File: config.mk
export PLATFORM = sky130hd
export DESIGN_NAME = md5t_out
export DESIGN_NICKNAME = d
export VERILOG_FILES = /design/src/hw/rtl/md5t_pkg.sv /design/src/hw/rtl/md5t_out.sv
export SDC_FILE = /design/constraint.sdc
export NUM_CORES = 1
export LEC_CHECK = 0
export BUFFER_PORTS_ARGS = -buffer_cell sky130_fd_sc_hd__clkbuf_2
export CELL_PAD_IN_SITES_DETAIL_PLACEMENT = 1
export CELL_PAD_IN_SITES_GLOBAL_PLACEMENT = 1
export CORE_MARGIN = 4
export CORE_UTILIZATION = 38
export DETAILED_ROUTE_END_ITERATION = 16
export HOLD_SLACK_MARGIN = 0.02
export PLACE_DENSITY = 0.79
export SYNTH_ARGS = -nofsm -noshare
export SYNTH_HDL_FRONTEND = slang
export SYNTH_SLANG_ARGS = --single-unit
File: constraint.sdc
create_clock -name i_clk -period 5.7 [get_ports i_clk]
set_clock_uncertainty 0.2 [all_clocks]
set_input_delay 0.57 -clock i_clk [delete_from_list [all_inputs] [get_ports i_clk]]
set_output_delay 0.57 -clock i_clk [all_outputs]
set_load 0.03 [all_outputs]
File: src/hw/rtl/md5t_pkg.sv
package md5t_pkg;

    // Number of MD5 steps, one cell for each.
    localparam int unsigned NUM_ROUNDS = 64;
    localparam int unsigned ROUND_W    = 6;

    // One input word: current identifier and history token, first byte on top.
    typedef struct packed {
        logic [63:0] interface_id;
        logic [63:0] history_token;
    } t_in_word;

    // One output word: new identifier and next history token, first byte on top.
    typedef struct packed {
        logic [63:0] new_interface_id;
        logic [63:0] new_history_token;
    } t_out_word;

    // The four MD5 chaining variables.
    typedef struct packed {
        logic [31:0] a;
        logic [31:0] b;
        logic [31:0] c;
        logic [31:0] d;
    } t_md5_state;

    localparam t_md5_state MD5_IV = '{
        a: 32'h67452301,
        b: 32'hefcdab89,
        c: 32'h98badcfe,
        d: 32'h10325476
    };

    // Padding words of the single block: marker byte and the bit length.
    localparam logic [31:0] PAD_MARKER = 32'h00000080;
    localparam logic [31:0] PAD_LENGTH = 32'd128;

    // Universal/local bit of the first identifier byte.
    localparam int unsigned UL_BIT = 57;

    // Additive constants, one per step.
    localparam logic [31:0] MD5_K [NUM_ROUNDS] = '{
        32'hd76aa478, 32'he8c7b756, 32'h242070db, 32'hc1bdceee,
        32'hf57c0faf, 32'h4787c62a, 32'ha8304613, 32'hfd469501,
        32'h698098d8, 32'h8b44f7af, 32'hffff5bb1, 32'h895cd7be,
        32'h6b901122, 32'hfd987193, 32'ha679438e, 32'h49b40821,
        32'hf61e2562, 32'hc040b340, 32'h265e5a51, 32'he9b6c7aa,
        32'hd62f105d, 32'h02441453, 32'hd8a1e681, 32'he7d3fbc8,
        32'h21e1cde6, 32'hc33707d6, 32'hf4d50d87, 32'h455a14ed,
        32'ha9e3e905, 32'hfcefa3f8, 32'h676f02d9, 32'h8d2a4c8a,
        32'hfffa3942, 32'h8771f681, 32'h6d9d6122, 32'hfde5380c,
        32'ha4beea44, 32'h4bdecfa9, 32'hf6bb4b60, 32'hbebfbc70,
        32'h289b7ec6, 32'heaa127fa, 32'hd4ef3085, 32'h04881d05,
        32'hd9d4d039, 32'he6db99e5, 32'h1fa27cf8, 32'hc4ac5665,
        32'hf4292244, 32'h432aff97, 32'hab9423a7, 32'hfc93a039,
        32'h655b59c3, 32'h8f0ccc92, 32'hffeff47d, 32'h85845dd1,
        32'h6fa87e4f, 32'hfe2ce6e0, 32'ha3014314, 32'h4e0811a1,
        32'hf7537e82, 32'hbd3af235, 32'h2ad7d2bb, 32'heb86d391
    };

    // Rotation amounts, indexed by round group and step within four.
    localparam logic [4:0] MD5_S [16] = '{
        5'd7, 5'd12, 5'd17, 5'd22, 5'd5, 5'd9,  5'd14, 5'd20,
        5'd4, 5'd11, 5'd16, 5'd23, 5'd6, 5'd10, 5'd15, 5'd21
    };

    // Reverse the byte order of a 32-bit word.
    function automatic logic [31:0] bswap32(logic [31:0] x);
        return {x[7:0], x[15:8], x[23:16], x[31:24]};
    endfunction

    // Message word g of the padded block built from one input word.
    function automatic logic [31:0] msg_word(t_in_word w, logic [3:0] g);
        logic [31:0] m;
        case (g)
            4'd0:    m = bswap32(w.interface_id[63:32]);
            4'd1:    m = bswap32(w.interface_id[31:0]);
            4'd2:    m = bswap32(w.history_token[63:32]);
            4'd3:    m = bswap32(w.history_token[31:0]);
            4'd4:    m = PAD_MARKER;
            4'd14:   m = PAD_LENGTH;
            default: m = 32'h0;
        endcase
        return m;
    endfunction

    // One MD5 step.
    function automatic t_md5_state md5_round(t_md5_state st, t_in_word w,
                                             logic [ROUND_W-1:0] idx);
        logic [1:0]  grp;
        logic [3:0]  i4;
        logic [3:0]  g;
        logic [31:0] f;
        logic [31:0] sum;
        logic [4:0]  s;
        logic [63:0] dbl;
        t_md5_state  nx;
        grp = idx[5:4];
        i4  = idx[3:0];
        case (grp)
            2'd0: begin
                f = (st.b & st.c) | (~st.b & st.d);
                g = i4;
            end
            2'd1: begin
                f = (st.d & st.b) | (~st.d & st.c);
                g = 4'(i4 * 4'd5 + 4'd1);
            end
            2'd2: begin
                f = st.b ^ st.c ^ st.d;
                g = 4'(i4 * 4'd3 + 4'd5);
            end
            default: begin
                f = st.c ^ (st.b | ~st.d);
                g = 4'(i4 * 4'd7);
            end
        endcase
        sum  = st.a + f + MD5_K[idx] + msg_word(w, g);
        s    = MD5_S[{grp, idx[1:0]}];
        dbl  = {sum, sum} << s;
        nx.a = st.d;
        nx.b = st.b + dbl[63:32];
        nx.c = st.b;
        nx.d = st.c;
        return nx;
    endfunction

endpackage

File: src/hw/rtl/md5t_out.sv
module md5t_out (
    input  logic                 i_clk,
    input  logic                 i_rst_n,
    input  logic                 i_valid,
    input  md5t_pkg::t_md5_state i_state,
    output logic                 o_ready,
    output logic                 o_valid,
    input  logic                 i_stall,
    output md5t_pkg::t_out_word  o_word
);

    logic                r_valid;
    md5t_pkg::t_out_word r_word;
    md5t_pkg::t_out_word n_word;
    logic [31:0]         w_a;
    logic [31:0]         w_b;
    logic [31:0]         w_c;
    logic [31:0]         w_d;

    // Final feed-forward addition, conversion to network byte order, and clearing of the universal/local bit.
    always_comb begin
        w_a = i_state.a + md5t_pkg::MD5_IV.a;
        w_b = i_state.b + md5t_pkg::MD5_IV.b;
        w_c = i_state.c + md5t_pkg::MD5_IV.c;
        w_d = i_state.d + md5t_pkg::MD5_IV.d;
        n_word.new_interface_id  = {md5t_pkg::bswap32(w_a), md5t_pkg::bswap32(w_b)};
        n_word.new_interface_id[md5t_pkg::UL_BIT] = 1'b0;
        n_word.new_history_token = {md5t_pkg::bswap32(w_c), md5t_pkg::bswap32(w_d)};
    end

    // Output register: refills whenever it is empty or being taken.
    assign o_ready = !r_valid || !i_stall;

    always_ff @(posedge i_clk) begin
        if (!i_rst_n) begin
            r_valid <= 1'b0;
        end else if (o_ready) begin
            r_valid <= i_valid;
        end
    end

    always_ff @(posedge i_clk) begin
        if (o_ready && i_valid) begin
            r_word <= n_word;
        end
    end

    assign o_valid = r_valid;
    assign o_word  = r_word;

endmodule

### Word level (Yosys, flattened, before mapping)

Index checks and enable logic that the tools add are counted.

* register bits after elaboration: 128
* output and inout bits: 130
* bits of input ports: 132
* logic and storage cells: 11

* reductions and logical operators: 4
* $add $sub $neg: 4

Operators by type and width (number)
* $add A32 B32 Y32 const B: 2
* $add A32 B29 Y32 const B: 1
* $add A32 B31 Y32 const B: 1
* $logic_not A1 Y1: 2
* $logic_and A1 B1 Y1: 1
* $logic_or A1 B1 Y1: 1

### Depth between registers and ports, before layout

Gate-level depths: netlist of the first run.

* depth in word-level cells: 3
* mapped depth: 7
* depth with buffers taken out: 7

### Least setup slack after synthesis of the first run

Ideal clock, no wire load.

* path kind: input-to-reg
* from: input port i_stall
* to: register r_word (netlist bit o_word[0]) (enable)
* required time: 5.000 ns
* path buffers: 0
* cell stages on the path: 2
* library setup time: 0.500 ns
* path slack: 1.210 ns
* arrival: 3.790 ns
* cell sequence: nand2_1 -> and2_1

* word-level cells in the longest chain between the ends: 3

Ends and longest elaborated chain
* start: declaration: line md5t_out.sv:8 `input logic i_stall,`
* $logic_not A1 Y1: line md5t_out.sv:32 `assign o_ready = !r_valid || !i_stall;`
* $logic_or A1 B1 Y1: line md5t_out.sv:32
* $logic_and A1 B1 Y1: line md5t_out.sv:43 `if (o_ready && i_valid) begin`
* end signal: assignment: line md5t_out.sv:44 `r_word <= n_word;`
* end: declaration: line md5t_out.sv:13 `md5t_pkg::t_out_word r_word;`

No other way between the ends.
A chain may end at the register's enable or synchronous reset.

### Worst setup path in the final report of the first run

* from: input port i_state[1] in the netlist's numbering
* to: register r_word (netlist bit o_word[7]), data pin

* word-level cells in the longest chain between the ends: 1

Ends and longest elaborated chain
* start: declaration: line md5t_out.sv:5 `input md5t_pkg::t_md5_state i_state,`
* $add A32 B29 Y32: line md5t_out.sv:25 `w_d = i_state.d + md5t_pkg::MD5_IV.d;`
* net w_d[31]: line md5t_out.sv:18 `logic [31:0] w_d;`

The timed path passes the listed nets, and every way through them passes these cells.

==> results of run 1 <==
[placed cells by master, fill, tap and decap left out, drive strengths merged, types with 4 or more instances in the layout]
cell,count
clkinvlp,4
nand3,16
nor3,17
a211oi,4
inv,24
a31oi,8
a21o,5
and3,7
o311ai,4
and2,8
clkinv,4
xnor2,54
o211ai,10
nor4,7
nand3b,4
nor2b,5
o21ai,39
nand2b,11
clkbuf,283
or2,7
nand2,47
nor2,45
nand4,5
or3,4
and4,4
xor2,46
a21oi,33
a21boi,6
o21bai,5
edfxtp,127
[synthesized netlist by cell type (3+ instances only)]
cell / number
nand4_1: 5
and4_1: 4
nor4_1: 6
nand2b_1: 11
clkbuf_1: 13
o21bai_1: 5
inv_1: 24
o21a_1: 3
o211a_1: 3
a31oi_1: 8
or2_2: 7
a21boi_0: 6
nor3b_1: 3
and2_1: 8
o211ai_1: 9
a21o_1: 5
nor3_1: 16
ha_1: 3
xor2_1: 46
nor2_1: 44
nand3_1: 16
o21ai_0: 37
nand2_1: 46
nand3b_1: 4
and3_1: 7
edfxtp_1: 127
xnor2_1: 54
a21oi_1: 32
nor2b_1: 5
[routing by layer]
layer | wire length [µm] | vias to the layer above | track usage | share of wire
li1 | - | 2771 | - | -
met1 | 8200 | 2801 | 0.228 | 0.40
met2 | 10100 | 178 | 0.332 | 0.50
met3 | 1700 | 27 | 0.0730 | 0.083
met4 | 361 | 0 | 0.0575 | 0.018
met5 | 0 | - | 0 | 0
[kinds of logic after synthesis]
family          synth area share
simple gates               0.146
compound gates             0.144
buf+inv                   0.0240
other cells             0.000541
fa+ha+maj                0.00542
xor+xnor                   0.126
flops                      0.554
[metrics by stage]
step	hold WS, ns	worst slack (ns)	utilization	cells	area [µm²]
after floorplan	0.449	1.21	-	609	6930
after global placement	0.327	3.00	0.471	1083	8450
after detailed placement	0.357	2.85	0.471	1083	8450
after CTS	0.123	3.30	0.502	1115	9020
after global routing	0.123	3.12	0.502	1115	9020
final	0.143	3.30	0.502	1115	9020
[worst max path at each step]
stage                                     end  slack [ns]  depth (start not counted)
after floorplan           o_word[0]$_DFFE_PP_        1.21                          2
after global placement    o_word[1]$_DFFE_PP_        3.00                          8
after detailed placement  o_word[7]$_DFFE_PP_        2.85                          8
after CTS                 o_word[7]$_DFFE_PP_        3.30                          8
after global routing      o_word[7]$_DFFE_PP_        3.12                          8
final                     o_word[7]$_DFFE_PP_        3.30                          8
[cell type report]
cell class	instances	area (µm²)
clock inverter	9	83.8
tap	229	287
timing repair buffer	262	1320
clock buffer	23	478
sequential	128	3830
inverter	24	90.1
multi-input combinational	440	2930
fill	2058	8950
[sequential cells by signal (all words and copies together) (netlist names)]
signal,count
o_valid,1
o_word,127
[power by group]
group	switching (mW)	internal, mW
logic	0.359	0.161
clock network	0.406	0.633
registers	0.0214	1.14
[worst max-delay path, cell delays in order]
cell,delay [ns]
clkbuf_2,0.09
inv_1,0.05
ha_1,0.22
nand2b_1,0.18
a311oi_1,0.55
a211oi_2,0.26
o21ai_0,0.29
xor2_1,0.23
==> metrics.txt, run 1 <==
status completed; ANT nets after route 0; Iter 0 DRT Violations 196; post-CTS setup buffer count 0; reg2reg setup slack 3.46 ns; post-synthesis sequential area ratio 0.554; Bufs on Longest Clock Path 2; min-delay src i_state[0]; RR Startpoint o_valid$_SDFFE_PN0N_; gpl congestion 0.843; Slew Limit Headroom 0.478; Final #Nets 1008; clock root buffer clkbuf_16; Synth Cell Area 6930 µm²; pwr dens 301 nW/µm²; P_leak 3.72 nW; worst vdd ir 0.197 mV; Max Fclk 417 MHz; Final Cycle Share 0.421; vias in the first global route 6066; total length of routed wires 20.4 mm; synth unique cells 72; Crit Path Class input pin to flop; Post-synth EDFFs 127; Chip Width 143 µm; asr flop ratio synth 0; Final min period 2.40 ns; CP max FO 7; Die Height 143 µm; area delta synth->final 30.2%; DRC viols 0; Post-Syn Nets 744; Slew Limit Fails 0; CP Launch Point i_state[1]; Vias 5777; # resized after CTS 0; CP Capture Type flop; Ports 262; ys flop type edfxtp_1; synthesized area per cell 11.4 µm²; fraction of layout instances using a drive strength above 1 0.360; Ys Warns 0; HPWL after detailed placement 16.1 mm; number of port buffers 260; Worst Setup Start Kind input pin; largest net degree at the start of global routing 56; antenna cells 0; Synth area leader edfxtp_1; first-pass GRT wire length 31.2 mm; first-pass detailed-route iteration total 4; CTS tree yes; Max Cap Viol 0; Critical Path RT 5.73 ns; Hold Crit Class input pin to flop; WL/cell 18.3 µm; power consumption 2.72 mW; Synth top area share 0.551; Die Area 20400 µm²; initial antenna violation count 0; core box area 18000 µm²; final hold violations 0; H-tree Lvls 4; std cell rows 49; clock latency on the worst-skew pair 0.40 ns; worst hold stages 1; dominant cells by area after synthesis edfxtp_1, xnor2_1, xor2_1; vias per cell 5.18; global route overflow 0; CTS buffer count 17; Initial Utilization 0.386; FF-to-FF End o_word[42]$_DFFE_PP_; RSZ-0062 raised after global routing false; Worst-Margin Slew 0.783 ns; Hold Path End o_word[24]$_DFFE_PP_; Final setup viols 0; Sink Count 128; Clk pin slew, worst setup/hold paths 0.06 ns; Tot GR Track Use 0.194; Synth Register Bits 128; Cells after Synth 609; cts hold-fix bufs 0; Reg2Reg Depth 3; setup TNS 0 ns; critical path arrival 2.43 ns
Power figures use the tool's default switching activity.
==> run 2, diff against run 1 <==
- CORE_UTILIZATION: 38 -> 34
- PLACE_DENSITY: 0.79 -> 0.75
- clock period: 5.7 -> 2.05 ns (I/O delays scaled with it)
==> run 2 against run 1 <==
  * Sequential power rose to 2.8 times the previous value
  * First-iteration DRC count up 22%
  * Core utilization up 5.1 points
  * Register-to-register slack worse by 2.9 ns
  * Sequential share of layout area down 7.4 points
==> metrics.txt, run 2 (synthesized netlist as in run 1, its figures left out) <==
status completed; clock root buffer clkbuf_16; DR WL met2 13.1 mm; gpl congestion 0.824; CP delay by family, top buffers and inverters; Die Area 22700 µm²; Clk pin slew, worst setup/hold paths 0.06 ns; CTS buffer count 17; RSZ-0062 raised after global routing true; Slew Limit Headroom 0.605; Final setup viols 0; final hold violations 0; Critical Path RT 2.01 ns; Chip Width 151 µm; Finished Core Util 0.553; Ports 262; clock latency on the worst-skew pair 0.41 ns; Slowest cell on crit path dlygate4sd3_1; Sink Count 128; critical path arrival 2.00 ns; setup TNS 0 ns; Iter 0 DRT Violations 239; Worst Setup Start Kind input pin; WL met1 9.31 mm; Final #Nets 1199; Max Cap Viol 0; post-route setup slack 0.00433 ns; most frequent cells in the layout clkbuf_2, edfxtp_1, dlygate4sd3_1; area post-placement 9140 µm²; CP Capture Type flop; total length of routed wires 24.7 mm; std cell rows 51; core box area 19700 µm²; Worst-Margin Slew 0.590 ns; global route overflow 0; Die Height 151 µm; vias per cell 4.91; H-tree Lvls 4; vias in the first global route 7216; Final Cycle Share 0.998; Max stage delay on crit path 0.53 ns; first-pass GRT wire length 38.3 mm; non-filler instance count after layout 1343; DP Worst Slack -0.289 ns; CTS tree yes; Vias 6600; Max Fclk 489 MHz; number of port buffers 260; fraction of layout instances using a drive strength above 1 0.394; max reg flops 127; power consumption 7.87 mW; ANT nets after route 0; HPWL after detailed placement 17.2 mm; first-pass detailed-route iteration total 4; WL/cell 18.4 µm; crit-path cells dlygate4sd3_1 -> buf_2 -> nand3_1 -> nand3b_1 -> o211a_1 -> o21ai_0 -> xnor2_1; Buf+Inv Stages, Crit Path 2; largest net degree at the start of global routing 55; worst vdd ir 0.548 mV; Hold Crit Class input pin to flop; max layer used met5; most common cell after layout, fill and taps aside clkbuf_2; WL met3 1.64 mm; Initial Utilization 0.351; Bufs on Longest Clock Path 2; initial antenna violation count 2; Inst Count DP 1200; DRC viols 0; Crit Path Class input pin to flop; Tot GR Track Use 0.217; Hold WS 0.0326 ns; Slew Limit Fails 0; P_leak 4.61 nW; post-route cell area 10900 µm²; reg2reg setup slack 0.60 ns; CP max FO 7; pwr dens 721 nW/µm²; area delta synth->final 57.6%; Final min period 2.05 ns
run 2: layout make-up:
| type | instances | area (µm²) |
|---|---|---|
| Tap cell | 265 | 332 |
| Antenna cell | 1 | 2.50 |
| Clock buffer | 17 | 425 |
| Multi-Input combinational cell | 440 | 3060 |
| Inverter | 24 | 90.1 |
| Fill cell | 2235 | 8810 |
| Clock inverter | 15 | 121 |
| Sequential cell | 128 | 3840 |
| Timing Repair Buffer | 453 | 3040 |
run 2: metal layers:
metal	track usage	up-vias
met5	0	-
met4	0.0820	2
li1	-	3159
met3	0.0593	42
met2	0.397	207
met1	0.239	3190
run 2: power breakdown:
group	switching [mW]	total (mW)	internal, mW
clock	1.19	2.84	1.65
combinational	1.10	1.80	0.701
sequential	0.0648	3.22	3.16
total	2.36	7.87	5.51
run 2: what timing repair did:
item,4_1_cts,5_1_grt
hold endpoints to repair,100,0
setup buffers,0,4
endpoints found under the setup margin,0,32
hold buffers,106,0
resized for setup,0,32
run 2: final timing paths:
check / depth (start not counted) / endpoint / from
hold reg to reg: 3 / o_word[82]$_DFFE_PP_ / o_valid$_SDFFE_PN0N_
setup / recovery: 7 / o_word[65]$_DFFE_PP_ / i_state[76]
setup reg to reg: 3 / o_word[34]$_DFFE_PP_ / o_valid$_SDFFE_PN0N_
hold / removal: 2 / o_word[53]$_DFFE_PP_ / i_state[45]
==> run 3, diff against run 2 <==
- ABC_AREA: default -> 1
- CORE_UTILIZATION: 34 -> 33
==> run 3 against run 2 <==
  * Via count increased by 48%
  * Flip-flop and latch count unchanged
  * Count of clock-buffer cells in the layout unchanged
  * Clock power increased by 12%
  * Worst setup slack improved by 0.033 ns
  * Largest cell class is now multi-input combinational cells
==> metrics.txt, run 3 <==
Tot GR Track Use 0.223; most frequent cell after synthesis nand2_1; WL/cell 16.5 µm; Post-synth EDFFs 127; Slew Limit Headroom 0.631; first-pass detailed-route iteration total 4; Initial Utilization 0.339; RSZ-0062 raised after global routing true; Max Cap Viol 0; Commonest cells post-synth nand2_1, inv_1, nor2_1; Hold Crit Class input pin to flop; max reg flops 127; post-synthesis sequential area ratio 0.431; Chip Width 172 µm; Ys Warns 0; Final Cycle Share 0.982; most frequent cells in the layout nand2_1, clkbuf_2, inv_1; worst hold stages 3; cell-internal power 5.67 mW; Iter 0 DRT Violations 537; Slowest cell on crit path dlygate4sd3_1; Die Height 172 µm; post-route setup slack 0.0377 ns; Cells after Synth 1274; Critical Path RT 2.03 ns; initial antenna violation count 1; Clk pwr share 0.384; pwr dens 667 nW/µm²; CP max FO 7; Die Area 29700 µm²; Max Fclk 497 MHz; DP Worst Slack 0.0929 ns; Final #Nets 1794; NetSw 2.62 mW; fraction of layout instances using a drive strength above 1 0.211; largest family of logic cells by synthesized area simple AND/OR/NAND/NOR gates; Synth Cell Area 8900 µm²; std cell rows 59; vias in the first global route 10500; CTS tree yes; Final setup viols 0; Synth top area share 0.428; Worst-Margin Slew 0.553 ns; HPWL after detailed placement 25.8 mm; gpl congestion 0.862; Sw Ratio 0.316; most common cell after layout, fill and taps aside nand2_1; critical path arrival 1.99 ns; first-pass GRT wire length 52.5 mm; core box area 26300 µm²; DRC viols 0; Synth Area in Simple Gates 0.387; largest net degree at the start of global routing 29; CTS buffer count 17; mux cell area share after synthesis 0; FILL cells 3392; clock latency on the worst-skew pair 0.41 ns; non-filler instance count after layout 2006; ANT nets after route 0; H-tree Lvls 4; Crit Path Class input pin to flop; ys flop type edfxtp_1; number of port buffers 260; Combinational Power Share 0.230; Compound-Gate Fraction of Synth Area 0.0417; Bufs on Longest Clock Path 2; vias per cell 4.87; final hold violations 0; sequential share of power 0.386; total length of routed wires 33.2 mm; worst vdd ir 0.294 mV; Ports 262; global route overflow 0; clock root buffer clkbuf_16; Final min period 2.01 ns; Clk pin slew, worst setup/hold paths 0.06 ns; dominant cells by area after synthesis edfxtp_1, nand2_1, inv_1; Post-Synth Adder-Cell Area 0.00422; Synth area leader edfxtp_1; synth unique cells 36; asr flop ratio synth 0; Worst Setup Start Kind input pin; Vias 9766; status completed; xor and xnor fraction of the mapped netlist area 0.0502; area delta synth->final 39.5%; synthesized area per cell 6.99 µm²; Slew Limit Fails 0; Post-Syn Nets 1409; P_leak 6.12 nW; Reg2Reg Depth 2; crit-path cells dlygate4sd3_1 -> clkbuf_2 -> nand2_1 -> nor3_1 -> nand2_2 -> nand2_2 -> nand3b_1 -> nand3_1 -> nand2_1; Synth Register Bits 128; antenna cells 0; Inst Count DP 1869; Max stage delay on crit path 0.52 ns; CP Capture Type flop; Sink Count 128
run 3: cell types whose count changed after synthesis, moves of 7 or more:
cell and change:
and3_1 -7, clkbuf_1 -13, inv_1 +159, nand2_1 +412, nand2b_1 -11, nand3_1 +105, nand4_1 +12, nor2_1 +139
nor2_2 +8, o211ai_1 -9, o21ai_0 -24, xnor2_1 -50
run 3: cell type report:
type,instances,area [µm²],area share
Inverter,188,706,0.0568
Timing Repair Buffer,375,2480,0.200
Clock buffer,17,425,0.0343
Multi-Input combinational cell,949,4380,0.353
Tap cell,335,419,0.0338
Clock inverter,14,166,0.0134
Sequential cell,128,3840,0.309
run 3: what timing repair did:
action | CTS | global route
setup endpoints to repair | 0 | 25
endpoints found under the hold margin | 103 | 1
hold buffers | 105 | 1
setup buffers | 0 | 0
resized for setup | 0 | 23
run 3: per-layer routing:
layer / vias up / part of all wire / GRT usage
li1: 4837 / - / -
met1: 4622 / 0.43 / 0.283
met2: 268 / 0.49 / 0.384
met3: 37 / 0.063 / 0.0496
met4: 2 / 0.015 / 0.0584
met5: - / 0.00030 / 0
run 3: critical path, delay by kind of cell:
family,cells,cell delay [ns]
simple gates,7,1.12
buf+inv,2,0.66
run 3: kinds of logic (layout without fill, tap and decap cells):
group | count (synthesis) | count (layout)
AOI/OAI and AO/OA | 66 | 66
DFF | 128 | 128
other | 1 | 1
adders and majority gates | 3 | 3
buffers and inverters | 197 | 594
xor gates and xnor gates | 51 | 51
and+or+nand+nor | 828 | 828
run 3: worst paths after layout:
| kind | start | end | slack [ns] |
|---|---|---|---|
| hold / removal | i_state[44] | o_word[52]$_DFFE_PP_ | 0.03 |
| hold reg to reg | o_valid$_SDFFE_PN0N_ | o_word[83]$_DFFE_PP_ | 0.50 |
| setup reg to reg | o_valid$_SDFFE_PN0N_ | o_word[7]$_DFFE_PP_ | 0.41 |
| setup / recovery | i_state[41] | o_word[35]$_DFFE_PP_ | 0.04 |
run 3: per-stage QoR:
stage	area (µm²)	hold slack [ns]	power (mW)	util	TNS (ns)
after floorplan	8920	0.104	4.31	-	-136.17
after CTS	12300	0.0205	8.33	0.469	0
after global routing	12400	0.0281	8.69	0.473	-0.0780
final	12400	0.0331	8.29	0.473	0
after detailed placement	10700	0.185	4.97	0.407	0
after global placement	10700	0.185	4.93	0.407	0
run 3: power groups by stage:
stage | Clock (mW) | Combinational, mW | Sequential, mW
3_3_place_gp | 0 | 1.68 | 3.25
5_1_grt | 3.38 | 2.09 | 3.22
6_report | 3.18 | 1.90 | 3.20
4_1_cts | 3.24 | 1.88 | 3.20
2_1_floorplan | 0 | 0.654 | 3.66
3_5_place_dp | 0 | 1.71 | 3.26
